**config.mk**
```make
export PLATFORM = sky130hd
export DESIGN_NAME = bounded_deque
export DESIGN_NICKNAME = d
export VERILOG_FILES = /design/src/rtl/bdq_pkg.sv /design/src/rtl/bdq_ram.sv /design/src/rtl/bdq_datapath.sv /design/src/rtl/bdq_ctrl.sv /design/src/rtl/bounded_deque.sv
export VERILOG_INCLUDE_DIRS = /design/src /design/src/rtl
export SDC_FILE = /design/constraint.sdc
export NUM_CORES = 1
export LEC_CHECK = 0
export ABC_AREA = 1
export BUFFER_PORTS_ARGS = -buffer_cell sky130_fd_sc_hd__buf_2
export CELL_PAD_IN_SITES_DETAIL_PLACEMENT = 1
export CELL_PAD_IN_SITES_GLOBAL_PLACEMENT = 1
export CORE_UTILIZATION = 45
export DETAILED_ROUTE_END_ITERATION = 7
export PLACE_DENSITY_LB_ADDON = 0.1
export RECOVER_POWER = 25
export SYNTH_ARGS = -nofsm -noshare
export SYNTH_HDL_FRONTEND = slang
export SYNTH_SLANG_ARGS = --single-unit
```
**constraint.sdc**
```tcl
create_clock -name clk_i -period 5.35 [get_ports clk_i]
set_input_delay 0.2675 -clock clk_i [delete_from_list [all_inputs] [get_ports clk_i]]
set_output_delay 0.2675 -clock clk_i [all_outputs]
set_load 0.01 [all_outputs]
```
**src/rtl/bounded_deque_defines.svh**
```systemverilog
// Assertion macros shared by the bounded deque RTL.
// No dependencies; the including module must have clk_i and rst_ni in scope.
`ifndef BOUNDED_DEQUE_DEFINES_SVH
`define BOUNDED_DEQUE_DEFINES_SVH

// Clocked check, disabled while reset is asserted.
`define BDQ_ASSERT(lbl, prop, msg) \
  lbl: assert property (@(posedge clk_i) disable iff (!rst_ni) prop) else $error(msg);

// Clocked check that also holds during reset.
`define BDQ_ASSERT_ALWAYS(lbl, prop, msg) \
  lbl: assert property (@(posedge clk_i) prop) else $error(msg);

`endif

```
**src/rtl/bdq_pkg.sv**
```systemverilog
// Shared types and constants for the bounded deque.
// No dependencies; used by every module of the block except bdq_ram.
package bdq_pkg;

  localparam int unsigned DEPTH    = 16;
  localparam int unsigned AW       = (DEPTH > 1) ? $clog2(DEPTH) : 1;
  localparam int unsigned CW       = $clog2(DEPTH + 1);
  localparam int unsigned LIMW     = (CW > 5) ? CW : 5;
  localparam int unsigned WORD_W   = 32;
  localparam int unsigned FILL_W   = 5;
  localparam int unsigned CAP_W    = 5;
  localparam logic [CAP_W-1:0] CAP_RESET = 5'd16;

  typedef enum logic [1:0] {
    ACT_PUSH_FRONT = 2'd0,
    ACT_PUSH_BACK  = 2'd1,
    ACT_POP_FRONT  = 2'd2,
    ACT_POP_BACK   = 2'd3
  } action_e;

  typedef enum logic [1:0] {
    ST_DONE  = 2'd0,
    ST_FULL  = 2'd1,
    ST_EMPTY = 2'd2
  } status_e;

  typedef enum logic [1:0] {
    S_IDLE,
    S_EXEC,
    S_RDWAIT
  } bdq_state_e;

  // controller -> datapath
  typedef struct packed {
    logic load;     // capture action and word
    logic wr_en;    // write slot
    logic rd_en;    // read slot
    logic upd;      // commit head/count
    logic out_now;  // load result from current flags
    logic out_mem;  // load result from read data
  } bdq_cmd_t;

  // datapath -> controller
  typedef struct packed {
    logic is_push;
    logic full;
    logic empty;
  } bdq_stat_t;

endpackage

```
**src/rtl/bdq_ram.sv**
```systemverilog
// Generic single-port RAM with registered read data.
// No dependencies.
module bdq_ram #(
  parameter int unsigned WIDTH = 32,
  parameter int unsigned DEPTH = 16
) (
  input  logic                                   clk_i,
  input  logic                                   en_i,
  input  logic                                   we_i,
  input  logic [((DEPTH > 1) ? $clog2(DEPTH) : 1)-1:0] addr_i,
  input  logic [WIDTH-1:0]                       wdata_i,
  output logic [WIDTH-1:0]                       rdata_o
);

  logic [WIDTH-1:0] mem_q [DEPTH];
  logic [WIDTH-1:0] rdata_q;

  always_ff @(posedge clk_i) begin
    if (en_i) begin
      if (we_i) begin
        mem_q[addr_i] <= wdata_i;
      end else begin
        rdata_q <= mem_q[addr_i];
      end
    end
  end

  assign rdata_o = rdata_q;

endmodule

```
**src/rtl/bdq_datapath.sv**
```systemverilog
// Deque datapath: head/count registers, capacity register, slot RAM, result registers.
// Depends on bdq_pkg and bdq_ram.
module bdq_datapath (
  input  logic                                clk_i,
  input  logic                                rst_ni,
  input  bdq_pkg::bdq_cmd_t                   cmd_i,
  output bdq_pkg::bdq_stat_t                  stat_o,
  input  logic                                cfg_we_i,
  input  logic [bdq_pkg::CAP_W-1:0]           cfg_wdata_i,
  input  logic [1:0]                          action_i,
  input  logic signed [bdq_pkg::WORD_W-1:0]   push_value_i,
  output logic                                done_o,
  output logic [1:0]                          status_o,
  output logic signed [bdq_pkg::WORD_W-1:0]   popped_value_o,
  output logic [bdq_pkg::FILL_W-1:0]          fill_count_o
);

  localparam int unsigned AW = bdq_pkg::AW;
  localparam int unsigned CW = bdq_pkg::CW;

  bdq_pkg::action_e                 act_q;
  logic [bdq_pkg::WORD_W-1:0]       val_q;
  logic [AW-1:0]                    head_q, head_d;
  logic [CW-1:0]                    count_q, count_d;
  logic [bdq_pkg::CAP_W-1:0]        cap_q;
  logic                             done_q;
  bdq_pkg::status_e                 status_q;
  logic [bdq_pkg::WORD_W-1:0]       popped_q;
  logic [bdq_pkg::FILL_W-1:0]       fill_q;

  logic [bdq_pkg::LIMW-1:0]         cap_ext, depth_ext, limit;
  logic [AW:0]                      off, sum, sum_wrap;
  logic [AW-1:0]                    head_dec, addr;
  logic [CW-1:0]                    count_next;
  logic [bdq_pkg::WORD_W-1:0]       rdata;
  bdq_pkg::status_e                 status_now;

  // effective limit = min(capacity, DEPTH)
  assign cap_ext   = bdq_pkg::LIMW'(cap_q);
  assign depth_ext = bdq_pkg::LIMW'(bdq_pkg::DEPTH);
  assign limit     = (cap_ext < depth_ext) ? cap_ext : depth_ext;

  assign stat_o.is_push = (act_q == bdq_pkg::ACT_PUSH_FRONT) ||
                          (act_q == bdq_pkg::ACT_PUSH_BACK);
  assign stat_o.full    = (bdq_pkg::LIMW'(count_q) >= limit);
  assign stat_o.empty   = (count_q == '0);

  assign head_dec = (head_q == '0) ? AW'(bdq_pkg::DEPTH - 1) : head_q - AW'(1);

  // ring index: head + offset, one conditional subtract
  always_comb begin
    case (act_q)
      bdq_pkg::ACT_PUSH_BACK: off = (AW+1)'(count_q);
      bdq_pkg::ACT_POP_BACK:  off = (AW+1)'(count_q) - (AW+1)'(1);
      default:                off = (AW+1)'(1);
    endcase
  end

  assign sum      = {1'b0, head_q} + off;
  assign sum_wrap = (sum >= (AW+1)'(bdq_pkg::DEPTH)) ? sum - (AW+1)'(bdq_pkg::DEPTH) : sum;

  always_comb begin
    head_d     = head_q;
    count_next = count_q + CW'(1);
    addr       = head_q;
    case (act_q)
      bdq_pkg::ACT_PUSH_FRONT: begin
        addr   = head_dec;
        head_d = head_dec;
      end
      bdq_pkg::ACT_PUSH_BACK: begin
        addr = sum_wrap[AW-1:0];
      end
      bdq_pkg::ACT_POP_FRONT: begin
        addr       = head_q;
        head_d     = sum_wrap[AW-1:0];
        count_next = count_q - CW'(1);
      end
      bdq_pkg::ACT_POP_BACK: begin
        addr       = sum_wrap[AW-1:0];
        count_next = count_q - CW'(1);
      end
      default: begin
        addr = head_q;
      end
    endcase
  end

  assign count_d = cmd_i.upd ? count_next : count_q;

  always_comb begin
    if (stat_o.is_push) begin
      status_now = stat_o.full ? bdq_pkg::ST_FULL : bdq_pkg::ST_DONE;
    end else begin
      status_now = stat_o.empty ? bdq_pkg::ST_EMPTY : bdq_pkg::ST_DONE;
    end
  end

  bdq_ram #(
    .WIDTH (bdq_pkg::WORD_W),
    .DEPTH (bdq_pkg::DEPTH)
  ) u_ram (
    .clk_i   (clk_i),
    .en_i    (cmd_i.wr_en | cmd_i.rd_en),
    .we_i    (cmd_i.wr_en),
    .addr_i  (addr),
    .wdata_i (val_q),
    .rdata_o (rdata)
  );

  // item capture, no reset needed
  always_ff @(posedge clk_i) begin
    if (cmd_i.load) begin
      act_q <= bdq_pkg::action_e'(action_i);
      val_q <= push_value_i;
    end
  end

  always_ff @(posedge clk_i or negedge rst_ni) begin
    if (!rst_ni) begin
      head_q  <= '0;
      count_q <= '0;
      cap_q   <= bdq_pkg::CAP_RESET;
      done_q  <= 1'b0;
    end else begin
      if (cfg_we_i) begin
        cap_q <= cfg_wdata_i;
      end
      if (cmd_i.upd) begin
        head_q  <= head_d;
        count_q <= count_d;
      end
      done_q <= cmd_i.out_now | cmd_i.out_mem;
    end
  end

  // result registers
  always_ff @(posedge clk_i) begin
    if (cmd_i.out_now) begin
      status_q <= status_now;
      popped_q <= '0;
      fill_q   <= bdq_pkg::FILL_W'(count_d);
    end else if (cmd_i.out_mem) begin
      status_q <= bdq_pkg::ST_DONE;
      popped_q <= rdata;
      fill_q   <= bdq_pkg::FILL_W'(count_q);
    end
  end

  assign done_o         = done_q;
  assign status_o       = status_q;
  assign popped_value_o = popped_q;
  assign fill_count_o   = fill_q;

endmodule

```
**src/rtl/bdq_ctrl.sv**
```systemverilog
// Deque controller: sequences capture, slot access and result load.
// Depends on bdq_pkg and bounded_deque_defines.svh.
`include "bounded_deque_defines.svh"

module bdq_ctrl (
  input  logic               clk_i,
  input  logic               rst_ni,
  input  logic               start,
  output logic               busy,
  input  bdq_pkg::bdq_stat_t stat_i,
  output bdq_pkg::bdq_cmd_t  cmd_o
);

  bdq_pkg::bdq_state_e state_q, state_d;
  logic ok_push, ok_pop;

  assign ok_push = stat_i.is_push && !stat_i.full;
  assign ok_pop  = !stat_i.is_push && !stat_i.empty;

  always_ff @(posedge clk_i or negedge rst_ni) begin
    if (!rst_ni) begin
      state_q <= bdq_pkg::S_IDLE;
    end else begin
      state_q <= state_d;
    end
  end

  always_comb begin
    state_d = state_q;
    case (state_q)
      bdq_pkg::S_IDLE: begin
        if (start) state_d = bdq_pkg::S_EXEC;
      end
      bdq_pkg::S_EXEC: begin
        state_d = ok_pop ? bdq_pkg::S_RDWAIT : bdq_pkg::S_IDLE;
      end
      bdq_pkg::S_RDWAIT: begin
        state_d = bdq_pkg::S_IDLE;
      end
      default: begin
        state_d = bdq_pkg::S_IDLE;
      end
    endcase
  end

  always_comb begin
    cmd_o = '0;
    busy  = 1'b1;
    case (state_q)
      bdq_pkg::S_IDLE: begin
        busy       = 1'b0;
        cmd_o.load = start;
      end
      bdq_pkg::S_EXEC: begin
        cmd_o.wr_en   = ok_push;
        cmd_o.rd_en   = ok_pop;
        cmd_o.upd     = ok_push | ok_pop;
        cmd_o.out_now = !ok_pop;
      end
      bdq_pkg::S_RDWAIT: begin
        cmd_o.out_mem = 1'b1;
      end
      default: begin
        busy = 1'b1;
      end
    endcase
  end

  `BDQ_ASSERT(a_accept_busy, ((start && !busy) |=> busy), "accepted item did not raise busy")
  `BDQ_ASSERT_ALWAYS(a_one_access, (!(cmd_o.wr_en && cmd_o.rd_en)), "slot read and write together")
  `BDQ_ASSERT(a_read_then_out, (cmd_o.rd_en |=> cmd_o.out_mem), "slot read not followed by result")
  `BDQ_ASSERT(a_one_result, ((cmd_o.out_now || cmd_o.out_mem) |=> !(cmd_o.out_now || cmd_o.out_mem)), "two results for one item")

endmodule

```
**src/rtl/bounded_deque.sv**
```systemverilog
// Bounded double-ended queue of signed 32-bit words held in a ring buffer.
// Depends on bdq_pkg, bdq_ctrl, bdq_datapath (which holds bdq_ram).
//
// Usage:
//   Command channel: drive action_i / push_value_i and raise start; the word
//   is taken at a rising edge with start high and busy low.
//   Actions: push front, push back, pop front, pop back. A push at the
//   effective capacity, min(capacity, DEPTH), is refused as full; a pop on
//   an empty deque is refused as empty.
//   Result channel: done_o is high for exactly one cycle with status_o,
//   popped_value_o (zero unless a pop succeeded) and fill_count_o, the
//   count after the action. The receiver has no way to stall it.
//   Sequencing: pushes and refused actions load the result in the execute
//   state; a successful pop adds a read-wait state for the registered read
//   of the slot RAM. busy drops in the cycle done_o is high, so a new word
//   is taken only once the previous action is finished.
//   Configuration: cfg_we_i writes the capacity register from cfg_wdata_i;
//   write only while the block is idle.
//   Reset (rst_ni low, async): deque empty, head at slot 0, capacity 16.
//   Slot contents are not cleared; only written slots are ever read.
module bounded_deque (
  input  logic                               clk_i,
  input  logic                               rst_ni,
  input  logic                               start,
  output logic                               busy,
  input  logic [1:0]                         action_i,
  input  logic signed [bdq_pkg::WORD_W-1:0]  push_value_i,
  input  logic                               cfg_we_i,
  input  logic [bdq_pkg::CAP_W-1:0]          cfg_wdata_i,
  output logic                               done_o,
  output logic [1:0]                         status_o,
  output logic signed [bdq_pkg::WORD_W-1:0]  popped_value_o,
  output logic [bdq_pkg::FILL_W-1:0]         fill_count_o
);

  bdq_pkg::bdq_cmd_t  cmd;
  bdq_pkg::bdq_stat_t stat;

  // sequencing: idle -> execute -> (read wait on a good pop) -> idle
  bdq_ctrl u_ctrl (
    .clk_i  (clk_i),
    .rst_ni (rst_ni),
    .start  (start),
    .busy   (busy),
    .stat_i (stat),
    .cmd_o  (cmd)
  );

  // pointers, count, capacity, slots and result registers
  bdq_datapath u_dp (
    .clk_i          (clk_i),
    .rst_ni         (rst_ni),
    .cmd_i          (cmd),
    .stat_o         (stat),
    .cfg_we_i       (cfg_we_i),
    .cfg_wdata_i    (cfg_wdata_i),
    .action_i       (action_i),
    .push_value_i   (push_value_i),
    .done_o         (done_o),
    .status_o       (status_o),
    .popped_value_o (popped_value_o),
    .fill_count_o   (fill_count_o)
  );

endmodule
```
==> Word level (Yosys, flattened, before mapping) <==
Memory sizes are Yosys's and may differ from the RTL's. A register that Yosys moved wholly into a read port is not among the register bits.
Index checks and enable logic that the tools add are counted.
{ "totals": {"reg_bits": 90, "mem_bits_rw": 512, "inputBits": 43, "n_memories": 1} }
{ "memory_table": {"columns": ["name", "depth", "word_bits", "rd", "rd_clocked_by_memory_dff", "wr", "line", "text"], "rows": [
  ["u_dp.u_ram.mem_q", 16, 32, 1, 1, 1, "bdq_ram.sv:15", "logic [WIDTH-1:0] mem_q [DEPTH];"]
]} }
{ "classes": {"n_addsub": 5, "order_cmp": 3, "n_eq_ne": 6, "mux": 25, "n_bitwise": 4, "n_reduce_logical": 17} }
{ "ops": {"columns": ["operator", "count"], "rows": [
  ["2-to-1 mux 5 bit", 5],
  ["2-to-1 mux 2 bit", 6],
  ["2-to-1 mux 4 bit", 3],
  ["one-hot mux 4 bit (3 select lines)", 1],
  ["one-hot mux 5 bit (2 select lines)", 1],
  ["one-hot mux 4 bit (2 select lines)", 1],
  ["subtractor 4 x 1 -> 4 bit (second input constant)", 2],
  ["2-to-1 mux 1 bit", 7],
  ["equality test 2 bit (second input constant)", 3],
  ["adder 4 x 5 -> 5 bit", 1],
  ["adder 5 x 1 -> 5 bit (second input constant)", 1],
  [">= comparator 5 bit", 1],
  [">= comparator 5 bit (second input constant)", 1],
  ["zero test 5 bit", 1],
  ["less-than comparator 5 bit (second input constant)", 1],
  ["subtractor 5 x 1 -> 5 bit (second input constant)", 1],
  ["equality test 2 x 1 -> 1 bit (second input constant)", 2],
  ["zero test 1 bit", 4],
  ["zero test 2 bit", 2],
  ["zero test 4 bit", 1],
  ["one-hot mux 2 bit (2 select lines)", 1],
  ["AND reduction 2 bit", 2],
  ["nonzero test 2 bit", 2],
  ["OR reduction 2 bit", 2],
  ["5 further kinds", 8]
]} }

==> Longest topological paths before layout <==
{ "depth": {"word_depth": 10, "ltp_mapped": 18, "depth_no_buf": 16} }

==> Modules after synthesis <==
A second synthesis with hierarchy kept.
{ "hier_totals": {"cells_unflattened": 2495, "area_unflattened_um2": 26341.5} }
{ "modules_own_cells": {"columns": ["mod", "instances", "cells_per_inst", "area_each_um2"], "rows": [
  ["bdq_ram", 1, 2117, 22549.1],
  ["bdq_datapath", 1, 356, 3661.0],
  ["bdq_ctrl", 1, 22, 131.4]
]} }

==> Least setup slack after synthesis <==
OpenSTA, ideal clock, no wires.
{ "synth_timing": {"kind": "register to register", "start": "reg u_dp.count_q[0]", "end": "mem u_dp.u_ram.mem_q[13][0] (enable)", "setup_time_ns": 0.421, "arrival_ns": 3.757, "required_time_ns": 4.929, "path_slack_ns": 1.172, "path_stages_with_launch": 10, "n_path_buf": 2, "path_cell_list": "dfrtp_1 -> inv_1 -> ha_1 -> o21ai_0 -> fa_1 -> o211ai_2 -> buf_2 -> buf_2 -> nand4_1 -> nor2_1"} }
{ "synth_via": {"elab_chain_len": 7, "word_cells_on_any_way": 18, "cone_classes": "3 x add/sub; 2 x order compare; 7 x mux; 1 x bitwise; 5 x reduce/logical"} }
{ "synth_lines": {"columns": ["element", "line", "text"], "rows": [
  ["from (decl)", "bdq_datapath.sv:24", "logic [CW-1:0] count_q, count_d;"],
  ["from (signal assigned)", "bdq_datapath.sv:131", "count_q <= count_d;"],
  ["parallel branches: the longest is 7 deep, another holds subtractor 5 x 1 -> 5 bit", null, null],
  ["to (decl)", "bdq_ram.sv:15", null]
]} }
Several ways; the timed one is not identified.

==> Worst setup path in the final report <==
{ "layout_timing": {"start": "reg u_dp.count_q[0]", "end": "mem u_dp.u_ram.mem_q[6][5] (enable)"} }
The elaborated chain is that of the path after synthesis.

==> flow_metrics.tcl <==
set metrics [dict create \
    cts.clk_slew.worst_paths_ns 0.06 \
    synth_top_area_share 0.656 \
    worstSetupPathType "register to register" \
    vias 18537 \
    critPathArrivalTime_ns 4.65 \
    coreArea_mm2 0.0589 \
    maxCapViolations 0 \
    clk-insertion-delay-late_ns 0.61 \
    synth_top_family_by_area "simple AND/OR/NAND/NOR gates" \
    antenna_found_initial 1 \
    cp-start-kind "register" \
    ctsHoldBuffers 48 \
    pin_count 84 \
    tns_ns 0 \
    period_needed_ns 4.38 \
    p_comb_frac 0.354 \
    yosysSeqAreaShare 0.696 \
    intPower_uw 10200 \
    synth_compound_area_frac 0.0128 \
    grt_pass1_vias 19421 \
    dr.max_layer_used "met5" \
    layout-drive-gt1-share 0.0984 \
    fin_crit_sh 0.818 \
    relSlewSlack 0.270 \
    die_h_um 246 \
    worst_r2r_startpoint "u_dp.count_q[0]$_DFFE_PN0N_" \
    yosys_warnings 0 \
    cts_tree "yes" \
    synth_mux_area_frac 0.00126 \
    rows 89 \
    status "completed" \
    dp_hpwl_um 42300 \
    cp.required_ns 5.62 \
    dr.pass1.iters 5 \
    cts_setup_buffers 0 \
    min_to "u_dp.val_q[24]$_DFFE_PP_" \
    drt-vias-per-instance 5.35 \
    wl_per_cell_um 22.0 \
    swShare 0.391 \
    overflow 0 \
    syn_inst 2531 \
    skew_ns 0.0146 \
    dieArea_mm2 0.0605 \
    cts_num_sinks 634 \
    setup_viol 0 \
    p_clk_frac 0.273 \
    hold_path.class "primary input to register" \
    min_path_cells 2 \
    power_leakage_uw 0.0126 \
    clockBufferDepth 3 \
    wl_met3_um 3550 \
    drc 0 \
    synthTopCellsByArea "edfxtp_1, nand2_1, nand3_1" \
    finalWorstSetupSlack_ns 0.974 \
    max_freq_mhz 229 \
    wl_met2_um 37400 \
    hold_viol 0 \
    r2r_end "u_dp.u_ram.mem_q[6][5]$_DFFE_PP_" \
    cts_made_buffers 71 \
    gr-usage-all-layers 0.258 \
    area_delta_synth_final_pct 14.2 \
    cts-root-buf "clkbuf_16" \
    h-tree-depth 3 \
    reg2reg_slack_ns 0.97 \
    drt-initial-drc-count 1272 \
    dpl_worst_slack_ns 0.949 \
    synthXorXnorAreaFrac 0.00229 \
    syn-num-nets 2587 \
    grt_start_max_net_pins 194 \
    end_kind "register" \
    syn_avg_cell_area_um2 10.6 \
    reg2reg_depth 17 \
    ir_drop_mv 0.515 \
    start_util 0.455 \
    fin_nets 2691 \
    yosys.area_share.adder 0.00636 \
    seq_power_share 0.372 \
    hold_start "push_value_i[24]" \
    port-buffer-count 83 \
    syn-cell-area_mm2 0.0268 \
    rsz0062_at_grt "false" \
    wl_um 76200 \
    worst_pin_slew_ns 1.10 \
    wl_met1_um 33100 \
    die_w_um 246 \
    diodes 0 \
    globalplace.congestion 0.884 \
    power.density_mw_per_mm2 546 \
    ys_seq_elements 634 \
    drv_slew 0 \
    grt_pass1_wl_um 117000 \
    synth-simple-area-share 0.246 \
    synth_top_area_cell "edfxtp_1" \
    postRouteAntennaNets 0 \
    synth_cell_types 38 \
    worst-path-max-fanout 20 \
    power_switching_uw 6540 \
    cts_resized 0 \
]
-- critical path, cell delays in order (launching register included) --
cell      delay [ns]
dfrtp_1         0.41
inv_1           0.21
ha_1            0.26
xor2_1          0.15
nor2_1          0.07
a211oi_1        0.22
ha_1            0.32
a21oi_1         0.20
nand2_1         0.09
nand2_1         0.09
nand4_1         0.12
nand3_1         0.12
nand2_2         0.11
inv_2           0.44
buf_4           0.36
nand2_1         0.29
nor2_4          0.21
buf_4           0.35
-- power groups by stage --
stage / clock (uW) / sequential [uW] / combinational (uW)
floorplan: 0 / 6250 / 4110
global placement: 0 / 6300 / 5760
detailed placement: 0 / 6320 / 5910
CTS: 4650 / 6220 / 6000
global route: 4830 / 6260 / 6660
finish: 4570 / 6220 / 5920
-- flip-flops by register name (all words and copies together), names as in the netlist --
signal / cells
u_ctrl.state_q: 2
u_dp.act_q: 2
u_dp.cap_ext: 5
u_dp.count_q: 5
u_dp.done_o: 1
u_dp.fill_count_o: 5
u_dp.head_q: 4
u_dp.popped_value_o: 32
u_dp.status_o: 2
u_dp.u_ram.mem_q: 512
u_dp.u_ram.rdata_o: 32
u_dp.val_q: 32
-- worst max-delay path by stage --
stage,from,endpoint,slack [ns],depth (start not counted)
2_1_floorplan,u_dp.count_q[0]$_DFFE_PN0N_,u_dp.u_ram.mem_q[13][0]$_DFFE_PP_,1.17,9
3_3_place_gp,u_dp.act_q[0]$_DFFE_PP_,u_dp.u_ram.mem_q[1][5]$_DFFE_PP_,1.04,10
3_5_place_dp,u_dp.count_q[0]$_DFFE_PN0N_,u_dp.u_ram.mem_q[6][5]$_DFFE_PP_,0.95,17
4_1_cts,u_dp.count_q[0]$_DFFE_PN0N_,u_dp.u_ram.mem_q[6][5]$_DFFE_PP_,0.91,17
5_1_grt,u_dp.count_q[0]$_DFFE_PN0N_,u_dp.u_ram.mem_q[4][4]$_DFFE_PP_,0.64,17
6_report,u_dp.count_q[0]$_DFFE_PN0N_,u_dp.u_ram.mem_q[6][5]$_DFFE_PP_,0.97,17
-- logic make-up after synthesis --
kind of cell,after synthesis
multiplexers,3
XOR/XNOR,7
buffers and inverters,182
adder cells (fa/ha/maj),13
flip-flops,634
AND/OR/NAND/NOR,1629
AO/OA/AOI/OAI,63
-- synth_stat cells, drive strengths merged --
| master | n |
|---|---|
| a211oi | 1 |
| a21o | 3 |
| a21oi | 44 |
| a31oi | 1 |
| and2 | 2 |
| buf | 126 |
| clkbuf | 24 |
| clkinv | 1 |
| dfrtp | 16 |
| dfstp | 1 |
| dfxtp | 32 |
| edfxtp | 585 |
| fa | 1 |
| ha | 12 |
| inv | 31 |
| mux2 | 3 |
| nand2 | 1281 |
| nand3 | 310 |
| nand4 | 7 |
| nor2 | 29 |
| o211ai | 1 |
| o21a | 2 |
| o21ai | 11 |
| xnor2 | 3 |
| xor2 | 4 |
-- cell type report --
cell class / instances / area, um2
Clock buffer: 96 / 1950
Timing Repair Buffer: 181 / 1340
Fill cell: 6331 / 28300
Inverter: 32 / 125
Tap cell: 773 / 967
Clock inverter: 34 / 193
Sequential cell: 634 / 18600
Multi-Input combinational cell: 1715 / 7350
-- layer usage --
layer  track usage  vias up
met1         0.340     9302
met3        0.0415      118
met2         0.435      405
met5             0        -
li1              -     8710
met4        0.0813        2
-- cells in the final DEF (no fill, tap or decap), types with 3 or more instances in the layout --
cell type,instances
a21o_1,3
a21oi_1,43
buf_12,6
buf_2,80
buf_4,44
clkbuf_1,22
clkbuf_16,73
clkbuf_8,4
clkinv_1,16
clkinv_2,15
dfrtp_1,16
dfxtp_1,32
dlygate4sd3_1,48
edfxtp_1,585
ha_1,12
inv_1,23
inv_2,5
inv_6,4
mux2_2,3
nand2_1,1278
nand3_1,307
nand4_1,7
nor2_1,10
nor2_4,18
o21ai_0,10
xnor2_1,3
xor2_1,4
-- per-stage QoR --
step / hold slack (ns) / total power, uW / std cells / instance area (um2) / utilization
floorplan: -0.0281 / 10400 / 2531 / 26800 / -
global placement: 0.229 / 12100 / 3287 / 27900 / 0.474
detailed placement: 0.235 / 12200 / 3287 / 27900 / 0.474
finish: 0.366 / 16700 / 3465 / 30600 / 0.519
global route: 0.344 / 17700 / 3465 / 30600 / 0.519
CTS: 0.118 / 16900 / 3465 / 30600 / 0.519
(Power assumes the default switching activity.)
